### src/rtl/kiwd_pkg.sv
package kiwd_pkg;

    localparam int DataW   = 16;
    localparam int CountW  = 12;
    localparam int PreselW = 3;
    localparam int PrecntW = 8;

    // item modes
    localparam logic [1:0] MODE_READ  = 2'd0;
    localparam logic [1:0] MODE_WRITE = 2'd1;
    localparam logic [1:0] MODE_TICK  = 2'd2;

    // register indexes
    localparam logic [2:0] REG_KEY    = 3'd0;
    localparam logic [2:0] REG_PRESC  = 3'd1;
    localparam logic [2:0] REG_RELOAD = 3'd2;
    localparam logic [2:0] REG_STATUS = 3'd3;
    localparam logic [2:0] REG_WINDOW = 3'd4;

    localparam logic [DataW-1:0]  KEY_START  = 16'hCCCC;
    localparam logic [DataW-1:0]  KEY_RELOAD = 16'hAAAA;
    localparam logic [DataW-1:0]  KEY_UNLOCK = 16'h5555;
    localparam logic [CountW-1:0] COUNT_MAX  = 12'hFFF;

    typedef struct packed {
        logic [1:0]       mode;
        logic [2:0]       reg_index;
        logic [DataW-1:0] write_data;
    } t_in_item;

    typedef struct packed {
        logic [DataW-1:0] read_data;
        logic             reset_request;
        logic             write_refused;
    } t_out_item;

    // prescale divisor: 4 << sel, capped at 256
    function automatic logic [PrecntW:0] prescale_div(input logic [PreselW-1:0] sel);
        logic [PrecntW:0] d;
        d = 9'd256;
        case (sel)
            3'd0:    d = 9'd4;
            3'd1:    d = 9'd8;
            3'd2:    d = 9'd16;
            3'd3:    d = 9'd32;
            3'd4:    d = 9'd64;
            3'd5:    d = 9'd128;
            default: d = 9'd256;
        endcase
        return d;
    endfunction

endpackage

### src/rtl/kiwd_ifs.sv
interface kiwd_in_if;
    logic        valid;
    logic        ready;
    logic [1:0]  mode;
    logic [2:0]  reg_index;
    logic [15:0] write_data;

    modport source (output valid, output mode, output reg_index, output write_data,
                    input ready);
    modport sink (input valid, input mode, input reg_index, input write_data,
                  output ready);
endinterface

interface kiwd_out_if;
    logic        valid;
    logic        ready;
    logic [15:0] read_data;
    logic        reset_request;
    logic        write_refused;

    modport source (output valid, output read_data, output reset_request,
                    output write_refused, input ready);
    modport sink (input valid, input read_data, input reset_request,
                  input write_refused, output ready);
endinterface

interface kiwd_cfg_if;
    logic valid;
    logic ready;
    logic data;

    modport source (output valid, output data, input ready);
    modport sink (input valid, input data, output ready);
endinterface

### src/rtl/kiwd_core.sv
module kiwd_core (
    input  logic                i_clk,
    input  logic                i_rst_n,
    input  logic                i_cfg_we,
    input  logic                i_cfg_data,
    input  logic                i_step,
    input  kiwd_pkg::t_in_item  i_item,
    output kiwd_pkg::t_out_item o_res
);
    import kiwd_pkg::*;

    logic               r_has_window;
    logic [DataW-1:0]   r_last_key,   n_last_key;
    logic [PreselW-1:0] r_presel,     n_presel;
    logic [CountW-1:0]  r_reload,     n_reload;
    logic [CountW-1:0]  r_window,     n_window;
    logic               r_running,    n_running;
    logic [PrecntW-1:0] r_precnt,     n_precnt;
    logic [CountW-1:0]  r_down,       n_down;

    logic               unlocked;
    logic               restart;
    logic [PrecntW:0]   precnt_inc;
    logic [CountW-1:0]  down_dec;
    t_out_item          res;

    assign unlocked   = (r_last_key == KEY_UNLOCK);
    assign precnt_inc = {1'b0, r_precnt} + 9'd1;
    assign down_dec   = r_down - 12'd1;

    always_comb begin
        n_last_key = r_last_key;
        n_presel   = r_presel;
        n_reload   = r_reload;
        n_window   = r_window;
        n_running  = r_running;
        n_precnt   = r_precnt;
        n_down     = r_down;
        restart    = 1'b0;
        res        = '0;

        case (i_item.mode)
            MODE_READ: begin
                case (i_item.reg_index)
                    REG_PRESC:  res.read_data = {{(DataW-PreselW){1'b0}}, r_presel};
                    REG_RELOAD: res.read_data = {{(DataW-CountW){1'b0}}, r_reload};
                    REG_WINDOW: begin
                        if (r_has_window) begin
                            res.read_data = {{(DataW-CountW){1'b0}}, r_window};
                        end
                    end
                    default: res.read_data = '0;
                endcase
            end
            MODE_WRITE: begin
                case (i_item.reg_index) inside
                    REG_KEY: begin
                        n_last_key = i_item.write_data;
                        if (i_item.write_data == KEY_START) begin
                            n_running = 1'b1;
                            restart   = 1'b1;
                        end else if (i_item.write_data == KEY_RELOAD && r_running) begin
                            restart = 1'b1;
                        end
                    end
                    REG_PRESC, REG_RELOAD: begin
                        if (!unlocked) begin
                            res.write_refused = 1'b1;
                        end else begin
                            if (i_item.reg_index == REG_PRESC) begin
                                n_presel = i_item.write_data[PreselW-1:0];
                            end else begin
                                n_reload = i_item.write_data[CountW-1:0];
                            end
                            restart = r_running;
                        end
                    end
                    REG_WINDOW: begin
                        if (!r_has_window || !unlocked) begin
                            res.write_refused = 1'b1;
                        end else begin
                            n_window = i_item.write_data[CountW-1:0];
                        end
                    end
                    default: res.write_refused = 1'b1;
                endcase
            end
            MODE_TICK: begin
                if (r_running) begin
                    if (r_down == '0) begin
                        res.reset_request = 1'b1;
                    end else if (precnt_inc >= prescale_div(r_presel)) begin
                        n_precnt = '0;
                        n_down   = down_dec;
                        if (down_dec == '0) begin
                            res.reset_request = 1'b1;
                        end
                    end else begin
                        n_precnt = precnt_inc[PrecntW-1:0];
                    end
                end
            end
            default: res = '0;
        endcase

        // restart takes the new reload value
        if (restart) begin
            n_down   = n_reload;
            n_precnt = '0;
        end

        // expiry: fall back to reset values
        if (res.reset_request) begin
            n_last_key = '0;
            n_presel   = '0;
            n_reload   = COUNT_MAX;
            n_window   = COUNT_MAX;
            n_running  = 1'b0;
            n_precnt   = '0;
            n_down     = '0;
        end
    end

    assign o_res = res;

    always_ff @(posedge i_clk) begin
        if (!i_rst_n) begin
            r_has_window <= 1'b1;
            r_last_key   <= '0;
            r_presel     <= '0;
            r_reload     <= COUNT_MAX;
            r_window     <= COUNT_MAX;
            r_running    <= 1'b0;
            r_precnt     <= '0;
            r_down       <= '0;
        end else begin
            if (i_cfg_we) begin
                r_has_window <= i_cfg_data;
            end
            if (i_step) begin
                r_last_key <= n_last_key;
                r_presel   <= n_presel;
                r_reload   <= n_reload;
                r_window   <= n_window;
                r_running  <= n_running;
                r_precnt   <= n_precnt;
                r_down     <= n_down;
            end
        end
    end

    a_stopped_idle: assert property (@(posedge i_clk) disable iff (!i_rst_n)
        !r_running |-> (r_down == '0 && r_precnt == '0))
        else $error("stopped watchdog holds a nonzero count");

    a_expiry_clears: assert property (@(posedge i_clk) disable iff (!i_rst_n)
        (i_step && res.reset_request) |=> (!r_running && r_last_key == '0))
        else $error("expiry did not return state to reset values");

    a_rq_on_tick: assert property (@(posedge i_clk) disable iff (!i_rst_n)
        res.reset_request |-> (i_item.mode == MODE_TICK && r_running))
        else $error("reset request outside a running tick");

    a_refuse_on_write: assert property (@(posedge i_clk) disable iff (!i_rst_n)
        res.write_refused |-> (i_item.mode == MODE_WRITE))
        else $error("refusal flagged on a non-write item");

    a_refused_keeps_key: assert property (@(posedge i_clk) disable iff (!i_rst_n)
        (i_step && res.write_refused) |=> $stable(r_last_key))
        else $error("refused write changed the key");

endmodule

### src/rtl/keyed_independent_watchdog_top.sv
// Channel   Dir  Payload                                      Transfer when
// i_in      in   mode, reg_index, write_data                  valid & ready
// o_res     out  read_data, reset_request, write_refused      valid & ready
// i_cfg     in   data (has_window_register)                   valid & ready
//
// One result per item, registered at the item's transfer and shown in the cycle after it.
// One item per cycle: state updates at the input transfer, result lands in
// the output register, and i_in.ready stays high while that register is
// empty or being drained; a stalled o_res holds i_in off after one item.
// i_cfg.ready is always high. Synchronous active-low reset, no clearing pass.
module keyed_independent_watchdog_top (
    input  logic  i_clk,
    input  logic  i_rst_n,
    kiwd_in_if.sink     i_in,
    kiwd_out_if.source  o_res,
    kiwd_cfg_if.sink    i_cfg
);
    import kiwd_pkg::*;

    logic      r_out_valid;
    t_out_item r_out;
    t_in_item  in_item;
    t_out_item core_res;
    logic      in_xfer;

    assign i_cfg.ready = 1'b1;
    assign i_in.ready  = !r_out_valid || o_res.ready;
    assign in_xfer     = i_in.valid && i_in.ready;

    assign in_item.mode       = i_in.mode;
    assign in_item.reg_index  = i_in.reg_index;
    assign in_item.write_data = i_in.write_data;

    kiwd_core u_core (
        .i_clk      (i_clk),
        .i_rst_n    (i_rst_n),
        .i_cfg_we   (i_cfg.valid),
        .i_cfg_data (i_cfg.data),
        .i_step     (in_xfer),
        .i_item     (in_item),
        .o_res      (core_res)
    );

    always_ff @(posedge i_clk) begin
        if (!i_rst_n) begin
            r_out_valid <= 1'b0;
        end else if (in_xfer) begin
            r_out_valid <= 1'b1;
        end else if (o_res.ready) begin
            r_out_valid <= 1'b0;
        end
    end

    // payload: load on transfer, hold otherwise
    always_ff @(posedge i_clk) begin
        if (in_xfer) begin
            r_out <= core_res;
        end
    end

    assign o_res.valid         = r_out_valid;
    assign o_res.read_data     = r_out.read_data;
    assign o_res.reset_request = r_out.reset_request;
    assign o_res.write_refused = r_out.write_refused;

endmodule

### src/flat_wrapper.sv
// flat-port wrapper written by rule: the top's interface ports become plain ports
module keyed_independent_watchdog_top_flat import kiwd_pkg::*;
  (i_clk, i_rst_n, i_in_valid, i_in_mode, i_in_reg_index, i_in_write_data, i_in_ready, o_res_valid, o_res_read_data, o_res_reset_request, o_res_write_refused, o_res_ready, i_cfg_valid, i_cfg_data, i_cfg_ready);
  kiwd_in_if i_in_i ();
  kiwd_out_if o_res_i ();
  kiwd_cfg_if i_cfg_i ();
  input  logic i_clk;
  input  logic i_rst_n;
  input wire logic [$bits(i_in_i.valid)-1:0] i_in_valid;
  input wire logic [$bits(i_in_i.mode)-1:0] i_in_mode;
  input wire logic [$bits(i_in_i.reg_index)-1:0] i_in_reg_index;
  input wire logic [$bits(i_in_i.write_data)-1:0] i_in_write_data;
  output wire logic [$bits(i_in_i.ready)-1:0] i_in_ready;
  output wire logic [$bits(o_res_i.valid)-1:0] o_res_valid;
  output wire logic [$bits(o_res_i.read_data)-1:0] o_res_read_data;
  output wire logic [$bits(o_res_i.reset_request)-1:0] o_res_reset_request;
  output wire logic [$bits(o_res_i.write_refused)-1:0] o_res_write_refused;
  input wire logic [$bits(o_res_i.ready)-1:0] o_res_ready;
  input wire logic [$bits(i_cfg_i.valid)-1:0] i_cfg_valid;
  input wire logic [$bits(i_cfg_i.data)-1:0] i_cfg_data;
  output wire logic [$bits(i_cfg_i.ready)-1:0] i_cfg_ready;
  assign i_in_i.valid = i_in_valid;
  assign i_in_i.mode = i_in_mode;
  assign i_in_i.reg_index = i_in_reg_index;
  assign i_in_i.write_data = i_in_write_data;
  assign i_in_ready = i_in_i.ready;
  assign o_res_valid = o_res_i.valid;
  assign o_res_read_data = o_res_i.read_data;
  assign o_res_reset_request = o_res_i.reset_request;
  assign o_res_write_refused = o_res_i.write_refused;
  assign o_res_i.ready = o_res_ready;
  assign i_cfg_i.valid = i_cfg_valid;
  assign i_cfg_i.data = i_cfg_data;
  assign i_cfg_ready = i_cfg_i.ready;
  keyed_independent_watchdog_top u_core (.i_clk(i_clk), .i_rst_n(i_rst_n), .i_in(i_in_i), .o_res(o_res_i), .i_cfg(i_cfg_i));
endmodule
### config.mk
export PLATFORM = sky130hd
export DESIGN_NAME = keyed_independent_watchdog_top_flat
export DESIGN_NICKNAME = d
export VERILOG_FILES = /design/src/rtl/kiwd_pkg.sv /design/src/rtl/kiwd_ifs.sv /design/src/rtl/kiwd_core.sv /design/src/rtl/keyed_independent_watchdog_top.sv /design/src/flat_wrapper.sv
export SDC_FILE = /design/constraint.sdc
export NUM_CORES = 1
export LEC_CHECK = 0
export BUFFER_PORTS_ARGS = -buffer_cell sky130_fd_sc_hd__buf_2
export CAP_MARGIN = 10
export CELL_PAD_IN_SITES_DETAIL_PLACEMENT = 1
export CELL_PAD_IN_SITES_GLOBAL_PLACEMENT = 1
export CORE_UTILIZATION = 41
export DETAILED_ROUTE_END_ITERATION = 10
export GPL_TIMING_DRIVEN = 1
export PLACE_DENSITY = 0.79
export SYNTH_ARGS = -nofsm -noshare
export SYNTH_HDL_FRONTEND = slang
export SYNTH_HIERARCHICAL = 1
export SYNTH_SLANG_ARGS = --single-unit
export TNS_END_PERCENT = 1
### constraint.sdc
create_clock -name i_clk -period 3.25 [get_ports i_clk]
set_input_delay 0.1625 -clock i_clk [delete_from_list [all_inputs] [get_ports i_clk]]
set_output_delay 0.1625 -clock i_clk [all_outputs]
set_load 0.05 [all_outputs]
==> run metrics <==
status finished, final reports clean; share of the synthesized area in the top cell type 30.2%; HPWL Detailed 9.26 mm; register area share after synthesis between 40% and 50%; RSZ-0062 raised after global routing false; CP arrival about 3.4 ns; Synth Warn # 6; global route hottest layer met2; post-route insts no fill 657; Final period util 95.1%; die area approximately 11000 µm²; final setup fails 0; starting density of the core between 40% and 50%; reg-to-reg endpoint u_core/u_core/r_last_key[1]$_SDFFE_PN0P_; # nets final 554; WHS Endpoint u_core/u_core/r_has_window$_SDFFE_PN1P_; Core Footprint roughly 10000 µm²; Pre-antenna DRT Iters 4; max frequency about 0.32 GHz; min setup slack post-route 0.160 ns; CTS buffer count 9; synth top area cells dfxtp_1 30%, edfxtp_1 12%, nand2_1 4.5%, a22o_1 4.0%, nor2_1 3.3%; Final GP Congestion about 0.86; met2 Track Usage GR between 40% and 50%; vias in the first global route around 4000; largest area contributor in the synthesized netlist dfxtp_1; design area between 5000 and 6000 µm²; initial antenna violation count 0; Wirelength per Cell a little under 20 µm; worst slew pin tran roughly 0.96 ns; Hold Vio Cnt, Final 0; Syn Area/Cell roughly 9.4 µm²; Max Cap Viol 0; ys flop type dfxtp_1; CP delay by family, top simple AND/OR/NAND/NOR gates; Max VDD drop ~260 µV; height of the die ~110 µm; number of synthesized flops with an enable pin 18; Inst Count DP 639; CTS Sinks 84; Post-Syn Area approximately 4400 µm²; cell area power density ~400 nW/µm²; crit start category register; DRC viols 0; hold path depth 3; Min Hold Slack between 0.02 and 0.03 ns; clock root buffer clkbuf_8; P&R area growth vs syn 15.5%; min Tclk post-route between 3 and 4 ns; fin. max-slew vios 0; final WL 12.8 mm; GRT Total Usage between 20% and 30%; Slew headroom a little over a third; #FFs+latches synth 84; worst-case clock skew around 0.015 ns; Port Buffers 46; Largest stage delay, worst path roughly 0.38 ns; Min-Delay Startpoint i_cfg_data; Worst Path Max Fanout 16; Top Ports between 40 and 50; Max clock buf depth 2; Syn Inst Count around 470; FF-to-FF Start u_core/u_core/r_precnt[1]$_SDFFE_PN0P_; Row Count 37; CP cell instances ha_4 -> and3_4 -> nand3_1 -> and2_1 -> or2_2 -> ha_1 -> a21oi_1 -> o21ai_1 -> a21oi_1 -> or3_1 -> o21a_2 -> inv_4 -> a211oi_4 -> buf_12 -> a22o_1; FF-to-FF setup slack around 0.16 ns; Hold-fix buffers, CTS 0; TritonCTS clock tree built; largest net degree at the start of global routing 34; met3 usage 4.27%; Async S/R FF share, synth 0%; FILL cells about 1200; Synth cell types 80; layout cell share with drive strength beyond 1 between 20% and 30%; critical path's slowest cell dfxtp_4; crit-path most repeated cell a21oi_1; ant diodes 0; Leak Pwr about 2 nW; Area after DPL between 4000 and 5000 µm²; CP required approximately 3.5 ns; Via density between 5 and 6; worst r2r path cells 15; H-tree depth 3; CTS clk-pin slew, worst paths 0.10 ns; global route overflow 0; Horiz. Die Dim between 100 and 150 µm; first-pass GRT wire length ~21 mm; met1 GRT Util a little under a third; drt initial violations approximately 170; endpoint class of the critical path register; clock latency on the worst-skew pair ~0.37 ns; Tot Pwr roughly 0.002 W; pre-CTS setup slack -0.165 ns; post-route ant nets 0; Vias 3838; crit path kind reg -> reg; crit path buf inv count 2; Hold WC Path Type in -> reg
[synthesized netlist by cell type (7+ instances only)]
master,instances
dfxtp_1,66
nand2_1,52
nor2_1,38
nand3_1,21
a22o_1,20
edfxtp_1,18
a21oi_1,17
clkbuf_1,15
a22oi_1,13
o22a_1,12
ha_1,11
o21ai_0,10
inv_1,9
nor3_1,9
xor2_1,9
mux2i_1,7
[cells in the final DEF (no fill, tap or decap), types with 7 or more instances in the layout]
cell type and n:
nand2_1 50, buf_2 46, ha_1 10, xor2_1 9, a21oi_1 16, buf_4 14, o21ai_0 9, clkbuf_8 9
nor3_1 8, edfxtp_1 18, a22oi_1 13, inv_1 9, nor2_1 38, o22a_1 12, nand3_1 21, mux2i_1 7
dfxtp_1 64, a22o_1 20
[kinds of logic after synthesis]
group,count (synthesis),share of synthesized area (%)
flops,84,42.6
other cells,2,0.172
fa+ha+maj,12,3.38
compound gates,116,20.7
buf+inv,38,4.21
simple gates,188,23.4
mux,13,3.15
xor+xnor,12,2.40
[per-stage QoR]
step           TNS, ns  utilization [%]
6_report             0             48.9
5_1_grt              0             48.9
4_1_cts              0             48.3
3_5_place_dp     -2.75             46.3
3_3_place_gp    -0.967             46.3
2_1_floorplan        0                -
[worst register-to-register path: cells and delay by family, from the launching register on]
kind / cells / cell delay [ns]
buffers and inverters: 2 / 0.26
AND/OR/NAND/NOR: 5 / 1.15
adder cells (fa/ha/maj): 2 / 0.44
AO/OA/AOI/OAI: 6 / 0.76
flip-flops: 1 / 0.38
[state kept, by name, summed over array words and instances (netlist names)]
signal,flops
u_core/o_res.read_data,16
u_core/u_core/r_last_key,16
u_core/u_core/r_down,12
u_core/u_core/r_reload,12
u_core/u_core/r_window,12
u_core/u_core/r_precnt,8
u_core/u_core/r_presel,3
u_core/o_res.reset_request,1
u_core/o_res.valid,1
u_core/o_res.write_refused,1
u_core/u_core/r_has_window,1
u_core/u_core/r_running,1
[worst max-delay path by stage]
stage / from / to / slack, ns / cells past startpoint
6_report: u_core/u_core/r_precnt[1]$_SDFFE_PN0P_ / u_core/u_core/r_last_key[1]$_SDFFE_PN0P_ / 0.16 / 15
5_1_grt: u_core/u_core/r_precnt[1]$_SDFFE_PN0P_ / u_core/u_core/r_down[9]$_SDFFE_PN0P_ / 0.01 / 15
4_1_cts: u_core/u_core/r_precnt[1]$_SDFFE_PN0P_ / u_core/u_core/r_down[7]$_SDFFE_PN0P_ / 0.02 / 14
3_5_place_dp: u_core/u_core/r_precnt[1]$_SDFFE_PN0P_ / u_core/u_core/r_last_key[1]$_SDFFE_PN0P_ / -0.17 / 14
3_3_place_gp: u_core/u_core/r_precnt[1]$_SDFFE_PN0P_ / u_core/u_core/r_last_key[9]$_SDFFE_PN0P_ / -0.06 / 14
2_1_floorplan: u_core/u_core/r_precnt[0]$_SDFFE_PN0P_ / u_core/u_core/r_last_key[0]$_SDFFE_PN0P_ / 0.11 / 15
[layout make-up]
cell class                 instances  area [µm²]  area share [%]
inverter                          11        43.8           0.867
clock inverter                     7        61.3            1.21
tap                              136         170            3.37
timing repair buffer              64         398            7.88
sequential                        84        1870            37.0
clock buffer                       9         124            2.45
multi-input combinational        346        2390            47.3
[report_power, final]
| group | switching [W] | total, W | internal, W |
|---|---|---|---|
| registers | 0.00000512 | 0.00108 | 0.00108 |
| clock network | 0.000431 | 0.000729 | 0.000298 |
| logic | 0.000141 | 0.000196 | 0.0000546 |
[layer usage]
metal	part of all wire (%)	wire (µm)
met2	49	6270
met1	45	5770
met5	0	0
met3	4.1	517
met4	1.6	201
[what timing repair did]
| item | in CTS | in global routing |
|---|---|---|
| resized for setup | 3 | 14 |
| setup endpoints to repair | 38 | 62 |
| pin swaps | 1 | 1 |
| setup buffers | 1 | 1 |
No activity file was read; power rests on OpenSTA's default activity.
